### src/hw/rtl/assert_macros.svh
// Assertion helpers for the RTL.
`ifndef ASSERT_MACROS_SVH
`define ASSERT_MACROS_SVH

// Check a property on every rising clock edge outside of reset.
`define SSP_ASSERT(lbl, prop, msg) \
  lbl: assert property (@(posedge clk_i) disable iff (!rst_ni) (prop)) else $error(msg);

// Check that a condition never holds on a rising clock edge outside of reset.
`define SSP_NEVER(lbl, cond, msg) \
  lbl: assert property (@(posedge clk_i) disable iff (!rst_ni) !(cond)) else $error(msg);

`endif

### src/hw/rtl/ssp_pkg.sv
package ssp_pkg;

  localparam int unsigned NodeW        = 6;
  localparam int unsigned DistW        = 22;
  localparam int unsigned WeightW      = 16;
  localparam int unsigned CountW       = 7;
  localparam int unsigned DefMaxNodes  = 64;
  localparam int unsigned DefMaxEdges  = 256;
  localparam logic [DistW-1:0]  DistMax      = 22'h3FFFFF;
  localparam logic [CountW-1:0] NodeCountRst = 7'd64;
  localparam logic [NodeW-1:0]  SourceRst    = 6'd0;

  // Configuration register indexes.
  localparam int unsigned RegNodeCount = 0;
  localparam int unsigned RegSource    = 1;

  typedef enum logic [1:0] {
    OP_ADD   = 2'd0,
    OP_CLEAR = 2'd1,
    OP_RUN   = 2'd2
  } ssp_op_e;

  typedef struct packed {
    logic [1:0]         op;
    logic [NodeW-1:0]   from_node;
    logic [NodeW-1:0]   to_node;
    logic [WeightW-1:0] weight;
  } ssp_in_t;

  typedef struct packed {
    logic [NodeW-1:0] node;
    logic [DistW-1:0] distance;
    logic             reached;
    logic             all_reached;
    logic             edges_dropped;
    logic             last;
  } ssp_out_t;

  typedef enum logic [3:0] {
    ST_IDLE,
    ST_INIT,
    ST_SCAN,
    ST_SETTLE,
    ST_EDGE_RD,
    ST_EDGE_DST,
    ST_EDGE_UPD,
    ST_OUT_RD,
    ST_OUT_LD,
    ST_OUT_WAIT
  } ssp_state_e;

  typedef struct packed {
    logic add;
    logic clear;
    logic init;
    logic scan_start;
    logic scan;
    logic settle;
    logic edge_rd;
    logic edge_dst;
    logic edge_upd;
    logic out_start;
    logic out_rd;
    logic out_ld;
    logic out_next;
  } ssp_cmd_t;

  typedef struct packed {
    logic scan_done;
    logic best_valid;
    logic edge_done;
    logic out_fire;
    logic out_last;
  } ssp_stat_t;

endpackage

### src/hw/rtl/ssp_ctrl.sv
module ssp_ctrl (
  input  logic              clk_i,
  input  logic              rst_ni,
  input  logic              in_valid_i,
  input  logic [1:0]        in_op_i,
  output logic              in_ready_o,
  input  ssp_pkg::ssp_stat_t stat_i,
  output ssp_pkg::ssp_cmd_t  cmd_o
);
  import ssp_pkg::*;

  ssp_state_e state_q, state_d;
  logic       in_fire;

  assign in_ready_o = (state_q == ST_IDLE);
  assign in_fire    = in_valid_i && in_ready_o;

  always_ff @(posedge clk_i or negedge rst_ni) begin
    if (!rst_ni) begin
      state_q <= ST_IDLE;
    end else begin
      state_q <= state_d;
    end
  end

  always_comb begin
    state_d = state_q;
    unique case (state_q)
      ST_IDLE: begin
        if (in_fire && (ssp_op_e'(in_op_i) == OP_RUN)) begin
          state_d = ST_INIT;
        end
      end
      ST_INIT:     state_d = ST_SCAN;
      ST_SCAN: begin
        if (stat_i.scan_done) begin
          state_d = stat_i.best_valid ? ST_SETTLE : ST_OUT_RD;
        end
      end
      ST_SETTLE:   state_d = ST_EDGE_RD;
      ST_EDGE_RD:  state_d = stat_i.edge_done ? ST_SCAN : ST_EDGE_DST;
      ST_EDGE_DST: state_d = ST_EDGE_UPD;
      ST_EDGE_UPD: state_d = ST_EDGE_RD;
      ST_OUT_RD:   state_d = ST_OUT_LD;
      ST_OUT_LD:   state_d = ST_OUT_WAIT;
      ST_OUT_WAIT: begin
        if (stat_i.out_fire) begin
          state_d = stat_i.out_last ? ST_IDLE : ST_OUT_RD;
        end
      end
      default:     state_d = ST_IDLE;
    endcase
  end

  always_comb begin
    cmd_o = '0;
    unique case (state_q)
      ST_IDLE: begin
        if (in_fire) begin
          unique case (ssp_op_e'(in_op_i))
            OP_ADD:   cmd_o.add   = 1'b1;
            OP_CLEAR: cmd_o.clear = 1'b1;
            default:  ;
          endcase
        end
      end
      ST_INIT: begin
        cmd_o.init       = 1'b1;
        cmd_o.scan_start = 1'b1;
      end
      ST_SCAN: begin
        cmd_o.scan      = 1'b1;
        cmd_o.out_start = stat_i.scan_done && !stat_i.best_valid;
      end
      ST_SETTLE:   cmd_o.settle = 1'b1;
      ST_EDGE_RD: begin
        cmd_o.edge_rd    = !stat_i.edge_done;
        cmd_o.scan_start = stat_i.edge_done;
      end
      ST_EDGE_DST: cmd_o.edge_dst = 1'b1;
      ST_EDGE_UPD: cmd_o.edge_upd = 1'b1;
      ST_OUT_RD:   cmd_o.out_rd   = 1'b1;
      ST_OUT_LD:   cmd_o.out_ld   = 1'b1;
      ST_OUT_WAIT: cmd_o.out_next = stat_i.out_fire && !stat_i.out_last;
      default:     ;
    endcase
  end

endmodule

### config.mk
export PLATFORM = sky130hd
export DESIGN_NAME = ssp_ctrl
export DESIGN_NICKNAME = d
export VERILOG_FILES = /design/src/hw/rtl/assert_macros.svh /design/src/hw/rtl/ssp_pkg.sv /design/src/hw/rtl/ssp_ctrl.sv
export SDC_FILE = /design/constraint.sdc
export NUM_CORES = 1
export LEC_CHECK = 0
export BUFFER_PORTS_ARGS = -buffer_cell sky130_fd_sc_hd__buf_2
export CAP_MARGIN = 20
export CORE_AREA = 10 10 47 49
export DETAILED_ROUTE_END_ITERATION = 6
export DIE_AREA = 0 0 57 59
export PLACE_DENSITY_LB_ADDON = 0.3
export SETUP_SLACK_MARGIN = 0.4
export SYNTH_ARGS = -nofsm -noshare
export SYNTH_HDL_FRONTEND = slang
export SYNTH_SLANG_ARGS = --single-unit
### constraint.sdc
create_clock -name clk_i -period 1.55 [get_ports clk_i]
set_input_delay 0.0775 -clock clk_i [delete_from_list [all_inputs] [get_ports clk_i]]
set_output_delay 0.0775 -clock clk_i [all_outputs]
set_load 0.05 [all_outputs]
==> implementation parameters, run 1 <==
Parameter                              Value

Min path
  Hold Crit Endpoint ... state_q[0]
  Number of instances on the worst hold path ... 2
  Hold Crit Class ... in2reg
  Min-Delay Startpoint ... stat_i[1]

Critical path
  Crit Path Class ... reg2out
  Critical Path Start ... state_q[2]
  Worst R2R Path Depth ... 7
  Startpoint types ... flop
  Largest stage delay on the critical path ... 0.42 ns
  Data arrival, critical path ... ~1.6 ns
  Largest fanout on the critical path ... 4
  Cell Chain, Critical Path ... buf_8 > nor4_4 > nor4bb_4 > buf_6
  Worst EP required ... 1.47 ns
  Register-to-register setup slack ... -0.13 ns
  Worst-path cell with the longest stage delay ... sky130_fd_sc_hd__dfrtp_2
  Worst r2r src ... state_q[2]
  Worst r2r dst ... state_q[2]
  Crit. End Element ... output pin

Synthesis
  Unique masters post-synth ... 27
  Post-Synthesis Cells ... 54
  Post-synthesis sequential area ratio ... between 20% and 30%
  Fraction of post-synthesis cell area in the top cell type by area ... 23.8%
  Biggest area contributors in the synthesized netlist ... sky130_fd_sc_hd__dfrtp_1, sky130_fd_sc_hd__nor3_1, sky130_fd_sc_hd__a211o_1, sky130_fd_sc_hd__nor3b_1, sky130_fd_sc_hd__buf_2
  Post-synthesis cell type with the largest combined area ... sky130_fd_sc_hd__dfrtp_1
  Multiplexer area fraction after synthesis ... between 2 and 3%
  Complex-gate fraction of the synthesized area ... 26.5%
  Mapped Avg Cell Area ... between 7 and 8 sq um
  Mapped Nets ... 64
  Combinational family with the most area after synthesis ... simple AND/OR/NAND/NOR gates
  Cell Area, Synth ... 420 sq um
  YS warnings ... 0
  Area share of xor/xnor cells in the synthesized design ... 0%
  FF+latch count, synth ... 4
  Area share of and/or/nand/nor cells after synthesis ... 39.6%
  Adder-cell share of the synthesized area ... 0%

Final layout
  Most flops, register ... state_q
  Fin nets ... 120
  Top Registers ... state_q: 4 flops
  Number of flip-flops under the largest register name ... 4
  Total non-filler cell area in the finished layout ... 1170 sq um
  Proportion of layout cells with a drive suffix above 1 ... 73.4%
  Post-route core utilization ... 83.8%
  Count of fill cells added during filler insertion ... 78
  Antenna cells ... 0
  Layout overhead on the synthesized area ... 179%
  Commonest non-fill, non-tap cell in the layout ... sky130_fd_sc_hd__buf_6
  Most frequent cells in the layout ... sky130_fd_sc_hd__buf_6, sky130_fd_sc_hd__buf_4, sky130_fd_sc_hd__buf_2
  Area taken by flip-flops and latches ... 101 sq um
  Multi-input logic area ... 460 sq um

Clock tree
  Bufs on Longest Clock Path ... 2
  Total CTS buffers ... 3
  Clock Latency Late Sink ... 0.25 ns
  H-tree levels ... 1
  TritonCTS clock tree ... done
  Clock-pin slew of the registers on the worst-case setup and hold paths ... 0.04 ns
  Count of clock tree sinks ... 4
  Root cell of the clock tree ... sky130_fd_sc_hd__clkbuf_4

Job
  Max-cap viol count ... 0

Detailed routing
  DRC ... 0
  Post-detailed-routing wire length ... 2350 microns
  Vias per std cell ... 5.20
  Average wire per cell in the routed design ... 18.8 microns
  Total iterations of the first detailed-routing run ... 4
  Post-DRT Antenna Nets ... 0
  Via Count ... 650
  Initial DRC count ... 18

Global routing
  Pin count of the biggest net entering global routing ... 11
  Vias in the first global route ... 665
  Global-route wire length before repair ... 3360 microns
  Combined global-route utilization of all metal layers ... 12.5%
  Grt total ovfl ... 0
  Number of antenna violations at the first check in global routing ... 0

STA
  Relative slew margins ... 68.1%
  Min cycle time layout ... 1.72 ns
  Final setup fails ... 11
  Tcrit/Tclk final ... 111%
  Worst clock skew ... 0.00530 ns
  Achievable clock frequency ... 583 MHz
  Worst Max-Slew Pin Slew ... 0.467 ns
  Unrepaired setup endpoints after global routing ... true
  Count of final hold-check violations ... 0
  Setup WS post-layout ... -0.166 ns
  Max Slew Vio Count ... 0

Pwr
  Leakage component of the power ... between 0.0005 and 0.0006 uW
  Peak supply drop ... 1160 uV
  Power per Cell Area ... 2200 nW/um^2
  Post-layout total power ... 2580 uW

Status
  Failing checks ... setup timing
  Outcome ... finished with violations

Floorplanning
  Overall die height ... 59 microns
  Top-level port count ... 24
  Num rows ... 14
  Die width ... approximately 57 microns
  Initial Utilization ... 30.0%
  Area of the die ... 3360 sq um
  Core region area ... approximately 1400 sq um

Placement
  Port buffer count ... 23
  HPWL reported at the end of detailed placement ... around 1200 microns
  Placed cell area ... 718 sq um
  Routability congestion estimate from global placement ... 0.837
final cells by class:
class / instances / area share (%)
Inverter: 3 / 1.28
Sequential cell: 4 / 8.63
Multi-Input combinational cell: 43 / 39.2
Clock buffer: 4 / 2.24
Tap cell: 16 / 1.70
Timing Repair Buffer: 55 / 47.0
per-stage QoR:
| step | setup TNS [ns] | hold slack (ns) | instances | setup WS (ns) |
|---|---|---|---|---|
| after global placement | 0 | -0.117 | 97 | 0.0751 |
| final | -1.05 | 0.106 | 125 | -0.166 |
| after detailed placement | 0 | -0.114 | 97 | 0.0602 |
| after floorplan | -1.71 | -0.218 | 54 | -0.410 |
| after CTS | -0.437 | 0.111 | 116 | -0.102 |
| after global routing | -1.77 | 0.110 | 125 | -0.222 |
repair_timing:
| action | CTS | global route |
|---|---|---|
| hold buffers | 1 | 0 |
| resized for setup | 53 | 12 |
| hold endpoints to repair | 4 | 0 |
| pin swaps | 5 | 6 |
| endpoints found under the setup margin | 18 | 18 |
| setup buffers | 14 | 9 |
critical path, delay by kind of cell (launching register included):
family	cells	cell delay (ns)
flip-flops	1	0.42
AND/OR/NAND/NOR	2	0.64
buffers and inverters	2	0.32
logic make-up after synthesis:
group | after synthesis
and+or+nand+nor | 27
AOI/OAI and AO/OA | 15
buffers and inverters | 7
DFF | 4
muxes | 1
cells in the mapped netlist:
cell                        count
sky130_fd_sc_hd__nor3_1         6
sky130_fd_sc_hd__buf_2          4
sky130_fd_sc_hd__dfrtp_1        4
sky130_fd_sc_hd__nor2_1         4
sky130_fd_sc_hd__a211o_1        3
sky130_fd_sc_hd__inv_1          3
sky130_fd_sc_hd__nand2b_1       3
sky130_fd_sc_hd__nor3b_1        3
sky130_fd_sc_hd__nor4_1         3
sky130_fd_sc_hd__o21ai_0        3
sky130_fd_sc_hd__nand2_1        2
sky130_fd_sc_hd__a2111oi_0      1
sky130_fd_sc_hd__a211oi_1       1
sky130_fd_sc_hd__a21oi_1        1
sky130_fd_sc_hd__a2bb2oi_1      1
sky130_fd_sc_hd__and4b_1        1
sky130_fd_sc_hd__mux2_2         1
sky130_fd_sc_hd__nand3b_1       1
sky130_fd_sc_hd__nor2_2         1
sky130_fd_sc_hd__nor2b_1        1
sky130_fd_sc_hd__nor4bb_1       1
sky130_fd_sc_hd__o21a_1         1
sky130_fd_sc_hd__o21ai_1        1
sky130_fd_sc_hd__o21ba_1        1
sky130_fd_sc_hd__o31a_1         1
sky130_fd_sc_hd__o32ai_1        1
sky130_fd_sc_hd__or4b_4         1
per-layer routing:
metal	global-route usage (%)	wire length [microns]	part of all wire, %	up-vias
li1	-	-	-	312
met1	13.8	931	40	317
met2	21.4	1270	54	17
met3	4.94	132	5.6	4
met4	4.03	15	0.64	0
met5	0	0	0	-
how the worst max path moves through the flow:
stage | endpoint | slack [ns] | cells after the start
finish | cmd_o[12] | -0.17 | 4
CTS | cmd_o[3] | -0.10 | 3
global placement | cmd_o[3] | 0.08 | 3
detailed placement | cmd_o[3] | 0.06 | 3
global route | cmd_o[12] | -0.22 | 4
floorplan | cmd_o[12] | -0.41 | 2
power by group:
group | switching [uW] | internal (uW)
combinational | 1120 | 1120
clock | 55.2 | 97.4
sequential | 39.3 | 151
total | 1220 | 1370
No activity file was read; power rests on OpenSTA's default activity.
==> run 2: changes to the inputs <==
--- a/config.mk
+++ b/config.mk
@@ -8,6 +8,7 @@
 export BUFFER_PORTS_ARGS = -buffer_cell sky130_fd_sc_hd__buf_2
 export CAP_MARGIN = 20
 export CORE_AREA = 10 10 47 49
+export CTS_BUF_LIST = sky130_fd_sc_hd__clkbuf_4
 export DETAILED_ROUTE_END_ITERATION = 6
 export DIE_AREA = 0 0 57 59
 export PLACE_DENSITY_LB_ADDON = 0.3
==> run 2 against run 1 <==
Effect of this change: the flow still finishes with violations (setup timing); final area is 0.53% higher; largest cell class unchanged; critical endpoint is now cmd_o[3]; largest power group unchanged; global-route usage fell by 0.28 points; cell count stayed put; die area stayed put; count of clock-buffer cells in the layout did not move; critical path depth decreased by 1; worst hold slack better by 0.0092 ns; sequential power barely moved; via count down 0.77%; combinational power fell by 2%; highest routed layer unchanged.
==> implementation parameters, run 2 (synthesis gave the netlist of run 1 again) <==
Parameter                              Value

Status
  Outcome ... finished with violations
  Failing checks ... setup timing

STA
  Relative slew margins ... 67.3% (-0.71 points)
  Achievable clock frequency ... 596 MHz (+2.3%)
  Worst clock skew ... 0.00880 ns (+0.00351 ns)
  Final setup fails ... 9 (-2)
  Count of final hold-check violations ... 0 (unchanged)
  Min cycle time layout ... 1.68 ns (-0.0383 ns)
  Setup WS post-layout ... -0.128 ns (+0.0383 ns)
  Unrepaired setup endpoints after global routing ... true
  Final TNS setup ... -0.593 ns (+0.454 ns)
  Worst Max-Slew Pin Slew ... 0.478 ns (+0.0104 ns)
  Tcrit/Tclk final ... 108% (-2.5 points)
  Max Slew Vio Count ... 0 (unchanged)

Pwr
  Switching power ... 1190 uW (-2.5%)
  Internal power summed over all cells ... 1370 uW (+0.40%)
  Peak supply drop ... 1350 uV (+16%)
  Power per Cell Area ... 2160 nW/um^2 (-1.5%)
  Clock power frac ... 6.7% (+0.8 points)
  Combinational Power Share ... 86.0% (-0.7 points)
  Switching fraction of total power ... 46.4% (-0.72 points)
  Proportion of power drawn by flip-flops and latches ... 7.3% (about the same)
  Leakage component of the power ... 0.000527 uW (+0.91%)

Detailed routing
  Vias per std cell ... 5.16 (-0.77%)
  Post-detailed-routing wire length ... 2150 microns (-8.2%)
  Via Count ... 645 (-0.77%)
  Initial DRC count ... 10 (-8)
  Post-DRT Antenna Nets ... 0 (unchanged)
  Average wire per cell in the routed design ... 17.2 microns (-8.2%)
  Total iterations of the first detailed-routing run ... 4 (unchanged)
  DRC ... 0 (unchanged)

Critical path
  Largest fanout on the critical path ... 3 (-1)
  Data arrival, critical path ... 1.60 ns (-0.04 ns)
  Crit Path Class ... reg2out
  Worst r2r src ... state_q[3]
  Worst EP required ... 1.47 ns (about the same)
  Crit. End Element ... output pin
  Register-to-register setup slack ... -0.04 ns (+0.09 ns)
  Critical Path Start ... state_q[3]
  Startpoint types ... flop
  Capture point of the critical path ... cmd_o[3]
  Worst R2R Path Depth ... 5 (-2)
  Worst r2r dst ... state_q[2]

Final layout
  Number of flip-flops under the largest register name ... 4 (unchanged)
  Fin nets ... 120 (unchanged)
  Commonest non-fill, non-tap cell in the layout ... sky130_fd_sc_hd__buf_6
  Area taken by flip-flops and latches ... 101 sq um (unchanged)
  Count of fill cells added during filler insertion ... 70 (-10%)
  Layout overhead on the synthesized area ... 181%
  Most frequent cells in the layout ... sky130_fd_sc_hd__buf_6, sky130_fd_sc_hd__buf_4, sky130_fd_sc_hd__buf_2, sky130_fd_sc_hd__buf_8, sky130_fd_sc_hd__clkbuf_4
  Antenna cells ... 0 (unchanged)
  Proportion of layout cells with a drive suffix above 1 ... 75.2% (+1.8 points)
  Top Registers ... state_q: 4 flops
  Most flops, register ... state_q
  Multi-input logic area ... 463 sq um (+0.54%)

Floorplanning
  Top-level port count ... 24 (unchanged)
  Core region area ... 1400 sq um (unchanged)
  Area of the die ... 3360 sq um (unchanged)
  Num rows ... 14 (unchanged)
  Die width ... 57 microns (unchanged)
  Initial Utilization ... 30.0% (unchanged)
  Overall die height ... 59 microns (unchanged)

Clock tree
  Total CTS buffers ... 3 (unchanged)
  Bufs on Longest Clock Path ... 2 (unchanged)
  Clock-pin slew of the registers on the worst-case setup and hold paths ... 0.05 ns (about the same)
  Root cell of the clock tree ... sky130_fd_sc_hd__clkbuf_4
  Clock Latency Late Sink ... 0.25 ns (about the same)
  TritonCTS clock tree ... done
  Count of clock tree sinks ... 4 (unchanged)
  H-tree levels ... 1 (unchanged)

Placement
  Routability congestion estimate from global placement ... 0.837 (unchanged)
  Port buffer count ... 23 (unchanged)
  Post-Place Setup Slack ... 0.0602 ns (unchanged)
  HPWL reported at the end of detailed placement ... 1190 microns (unchanged)

Global routing
  Global-route wire length before repair ... 3300 microns (-1.8%)
  Grt total ovfl ... 0 (unchanged)
  Vias in the first global route ... 685 (+3.0%)
  Pin count of the biggest net entering global routing ... 11 (unchanged)
  Number of antenna violations at the first check in global routing ... 0 (unchanged)
  Combined global-route utilization of all metal layers ... 12.2% (-0.28 points)

Min path
  Hold Crit Class ... in2reg
  Min-Delay Startpoint ... stat_i[1]

Job
  Max-cap viol count ... 0 (unchanged)
-- run 2: worst min path at each step --
stage	cells past startpoint	end	slack [ns]
after detailed placement	1	state_q[3]	-0.11
after global routing	2	state_q[0]	0.13
after CTS	2	state_q[0]	0.11
after global placement	1	state_q[3]	-0.12
final	2	state_q[0]	0.12
after floorplan	0	state_q[0]	-0.22
-- run 2: area by class of cell --
| type | count | share of cell area, % |
|---|---|---|
| repair buffers | 55 | 46.7 |
| flip-flops and latches | 4 | 8.58 |
| multi-input cells | 43 | 39.2 |
| inverters | 3 | 1.27 |
| clock buffers | 4 | 2.54 |
| well taps | 16 | 1.69 |
-- run 2: power groups by stage --
stage | Sequential, uW | Combinational, uW | Clock, uW
floorplan | 214 | 984 | 0
global placement | 183 | 1290 | 0
detailed placement | 186 | 1300 | 0
CTS | 181 | 1950 | 170
global route | 191 | 2310 | 186
finish | 187 | 2200 | 171
-- run 2: repair_timing --
| action | in CTS | in global routing |
|---|---|---|
| pin swaps | 8 | 6 |
| gates resized for setup | 54 | 12 |
| hold buffers | 1 | 0 |
| endpoints found under the hold margin | 4 | 0 |
| gates cloned | 0 | 0 |
| setup buffers | 16 | 7 |
| endpoints found under the setup margin | 18 | 18 |
-- run 2: routing by layer --
metal | global-route usage, % | wire length [microns] | vias to the layer above
li1 | - | - | 318
met4 | 3.69 | 21 | 0
met5 | 0 | 0 | -
met1 | 13.2 | 825 | 308
met2 | 21.1 | 1170 | 14
met3 | 5.36 | 138 | 5
-- run 2: through the flow --
stage               instance area (sq um)  std cells  hold WS, ns  utilization [%]  total power (uW)
finish                               1180        125        0.115             84.3              2560
global route                         1180        125        0.129             84.3              2690
CTS                                  1080        118        0.111             77.3              2300
detailed placement                    718         97       -0.114             51.2              1490
global placement                      718         97       -0.117             51.2              1470
floorplan                             556         54       -0.218                -              1200
-- run 2: worst max-delay path, cell delays in order, from the launching register on --
cell	delay (ns)
sky130_fd_sc_hd__dfrtp_1	0.39
sky130_fd_sc_hd__or4b_4	0.58
sky130_fd_sc_hd__nor3b_4	0.20
sky130_fd_sc_hd__buf_6	0.18
==> run 3: changes to the inputs <==
--- a/config.mk
+++ b/config.mk
@@ -16,3 +16,4 @@
 export SYNTH_ARGS = -nofsm -noshare
 export SYNTH_HDL_FRONTEND = slang
 export SYNTH_SLANG_ARGS = --single-unit
+export TNS_END_PERCENT = 50
==> run 3 against run 2 <==
Effect of this change: largest power group unchanged; die area is the same; worst setup slack gained 0.027 ns; critical endpoint unchanged; the run still ends with setup timing left; count of clock-buffer cells in the layout shrank 1; power shrank 14%.
==> implementation parameters, run 3 (synthesis gave the netlist of run 1 again) <==
Parameter                              Value

Global routing
  Grt total ovfl ... 0 (unchanged)
  Pin count of the biggest net entering global routing ... 15 (+4)
  Number of antenna violations at the first check in global routing ... 0 (unchanged)
  Combined global-route utilization of all metal layers ... 11.1% (-1.1 points)
  Vias in the first global route ... 676 (-1.3%)
  Global-route wire length before repair ... 3060 microns (-7.3%)

STA
  Count of final hold-check violations ... 0 (unchanged)
  Final setup fails ... 5 (-4)
  Worst Max-Slew Pin Slew ... 0.375 ns (-0.103 ns)
  Setup WS post-layout ... -0.101 ns (+0.0269 ns)
  Unrepaired setup endpoints after global routing ... true
  Relative slew margins ... 74.9% (+7.6 points)
  Achievable clock frequency ... 606 MHz (+1.6%)
  Worst clock skew ... 0.00447 ns (-0.00433 ns)
  Tcrit/Tclk final ... 107% (-1.7 points)
  Hold Worst Slack ... 0.107 ns (-0.00816 ns)
  Max Slew Vio Count ... 0 (unchanged)
  Min cycle time layout ... 1.65 ns (-0.0269 ns)

Final layout
  Most flops, register ... state_q
  Most frequent cells in the layout ... sky130_fd_sc_hd__buf_6, sky130_fd_sc_hd__buf_4, sky130_fd_sc_hd__buf_2
  Total non-filler cell area in the finished layout ... 1030 sq um (-13%)
  Layout overhead on the synthesized area ... 145%
  Proportion of layout cells with a drive suffix above 1 ... 68.0% (-7.2 points)
  Top Registers ... state_q: 4 flops
  Commonest non-fill, non-tap cell in the layout ... sky130_fd_sc_hd__buf_6
  Antenna cells ... 0 (unchanged)
  Number of flip-flops under the largest register name ... 4 (unchanged)
  Fin nets ... 109 (-9.2%)

Pwr
  Power per Cell Area ... 2140 nW/um^2 (-1.2%)
  Post-layout total power ... 2200 uW (-14%)
  Leakage component of the power ... 0.000461 uW (-13%)
  Peak supply drop ... 1120 uV (-17%)

Floorplanning
  Num rows ... 14 (unchanged)
  Initial Utilization ... 30.0% (unchanged)
  Core region area ... 1400 sq um (unchanged)
  Area of the die ... 3360 sq um (unchanged)
  Die width ... 57 microns (unchanged)
  Overall die height ... 59 microns (unchanged)
  Top-level port count ... 24 (unchanged)

Min path
  Hold Crit Class ... in2reg

Placement
  Placed cell area ... 686 sq um (-4.5%)
  Port buffer count ... 23 (unchanged)
  HPWL reported at the end of detailed placement ... 1180 microns (-1.0%)
  Post-Place Setup Slack ... 0.0453 ns (-0.0149 ns)
  Routability congestion estimate from global placement ... 0.786 (-6.1%)

Critical path
  Crit Path Class ... reg2out
  Register-to-register setup slack ... 0.01 ns (+0.05 ns)
  Worst EP required ... 1.47 ns (about the same)
  Startpoint types ... flop
  Crit. End Element ... output pin
  Data arrival, critical path ... 1.57 ns (-0.03 ns)
  Largest fanout on the critical path ... 3 (unchanged)

Status
  Outcome ... finished with violations
  Failing checks ... setup timing

Detailed routing
  DRC ... 0 (unchanged)
  Post-detailed-routing wire length ... 1890 microns (-12%)
  Initial DRC count ... 4 (-6)
  Total iterations of the first detailed-routing run ... 4 (unchanged)
  Post-DRT Antenna Nets ... 0 (unchanged)
  Average wire per cell in the routed design ... 16.7 microns (-3.0%)
  Vias per std cell ... 5.29 (+2.6%)
  Via Count ... 598 (-7.3%)

Clock tree
  Clock Latency Late Sink ... 0.23 ns (-0.02 ns)
  TritonCTS clock tree ... done
  Count of clock tree sinks ... 4 (unchanged)
  Bufs on Longest Clock Path ... 2 (unchanged)
  Root cell of the clock tree ... sky130_fd_sc_hd__clkbuf_4
  Total CTS buffers ... 3 (unchanged)
  H-tree levels ... 1 (unchanged)
  Clock-pin slew of the registers on the worst-case setup and hold paths ... 0.04 ns (about the same)

Job
  Max-cap viol count ... 0 (unchanged)
## run 3: changes by cell type in the layout (fill, tap and decap cells not counted), moves of 2 or more
cell	previous run	this run
sky130_fd_sc_hd__buf_4	14	12
sky130_fd_sc_hd__buf_6	21	16
sky130_fd_sc_hd__buf_8	9	4
sky130_fd_sc_hd__o21ai_0	1	3
sky130_fd_sc_hd__o21ai_2	2	0
## run 3: layer usage
metal / vias to the layer above / wire (microns) / track usage (%)
met1: 282 / 691 / 11.0
met4: 0 / 44 / 5.03
met3: 4 / 133 / 4.08
met5: - / 0 / 0
met2: 18 / 1020 / 20.3
li1: 294 / - / -
## run 3: worst max-delay path, stage by stage, from the launching register on
cell and delay [ns]:
sky130_fd_sc_hd__dfrtp_1 0.38, sky130_fd_sc_hd__or4b_4 0.58, sky130_fd_sc_hd__nor3b_4 0.20, sky130_fd_sc_hd__buf_6 0.18
## run 3: path summary, 6_finish.rpt
kind,to,start,depth (start not counted)
setup / recovery,cmd_o[3],state_q[2],3
hold / removal,state_q[0],stat_i[1],2
setup reg to reg,state_q[2],state_q[2],5
hold reg to reg,state_q[1],state_q[2],2
max in group asynchronous,state_q[2],rst_ni,2
min in group asynchronous,state_q[0],rst_ni,2
## run 3: metrics by stage
stage                     setup TNS [ns]  utilization, %  instances
after floorplan                    -2.17               -         54
after global placement                 0            48.9         97
after detailed placement               0            48.9         97
after CTS                         -0.394            69.7        112
after global routing              -0.597            73.5        113
final                             -0.317            73.5        113
## run 3: where the power goes
part | internal [uW] | switching [uW]
clock | 86.5 | 40.5
sequential | 149 | 33.8
combinational | 881 | 1010
total | 1120 | 1090
## run 3: cell type report
| cell class | instances | area, sq um |
|---|---|---|
| fillers | 106 | 372 |
| well taps | 16 | 20.0 |
| clock buffers | 3 | 22.5 |
| inverters | 3 | 11.3 |
| flip-flops and latches | 4 | 100 |
| multi-input cells | 43 | 465 |
| repair buffers | 44 | 410 |
## run 3: timing repair
item / 4_1_cts / 5_1_grt
hold buffers: 1 / 0
setup buffers: 11 / 1
pin swaps: 7 / 4
hold endpoints to repair: 4 / 0
cloned: 0 / 0
endpoints found under the setup margin: 18 / 18
resized for setup: 49 / 10
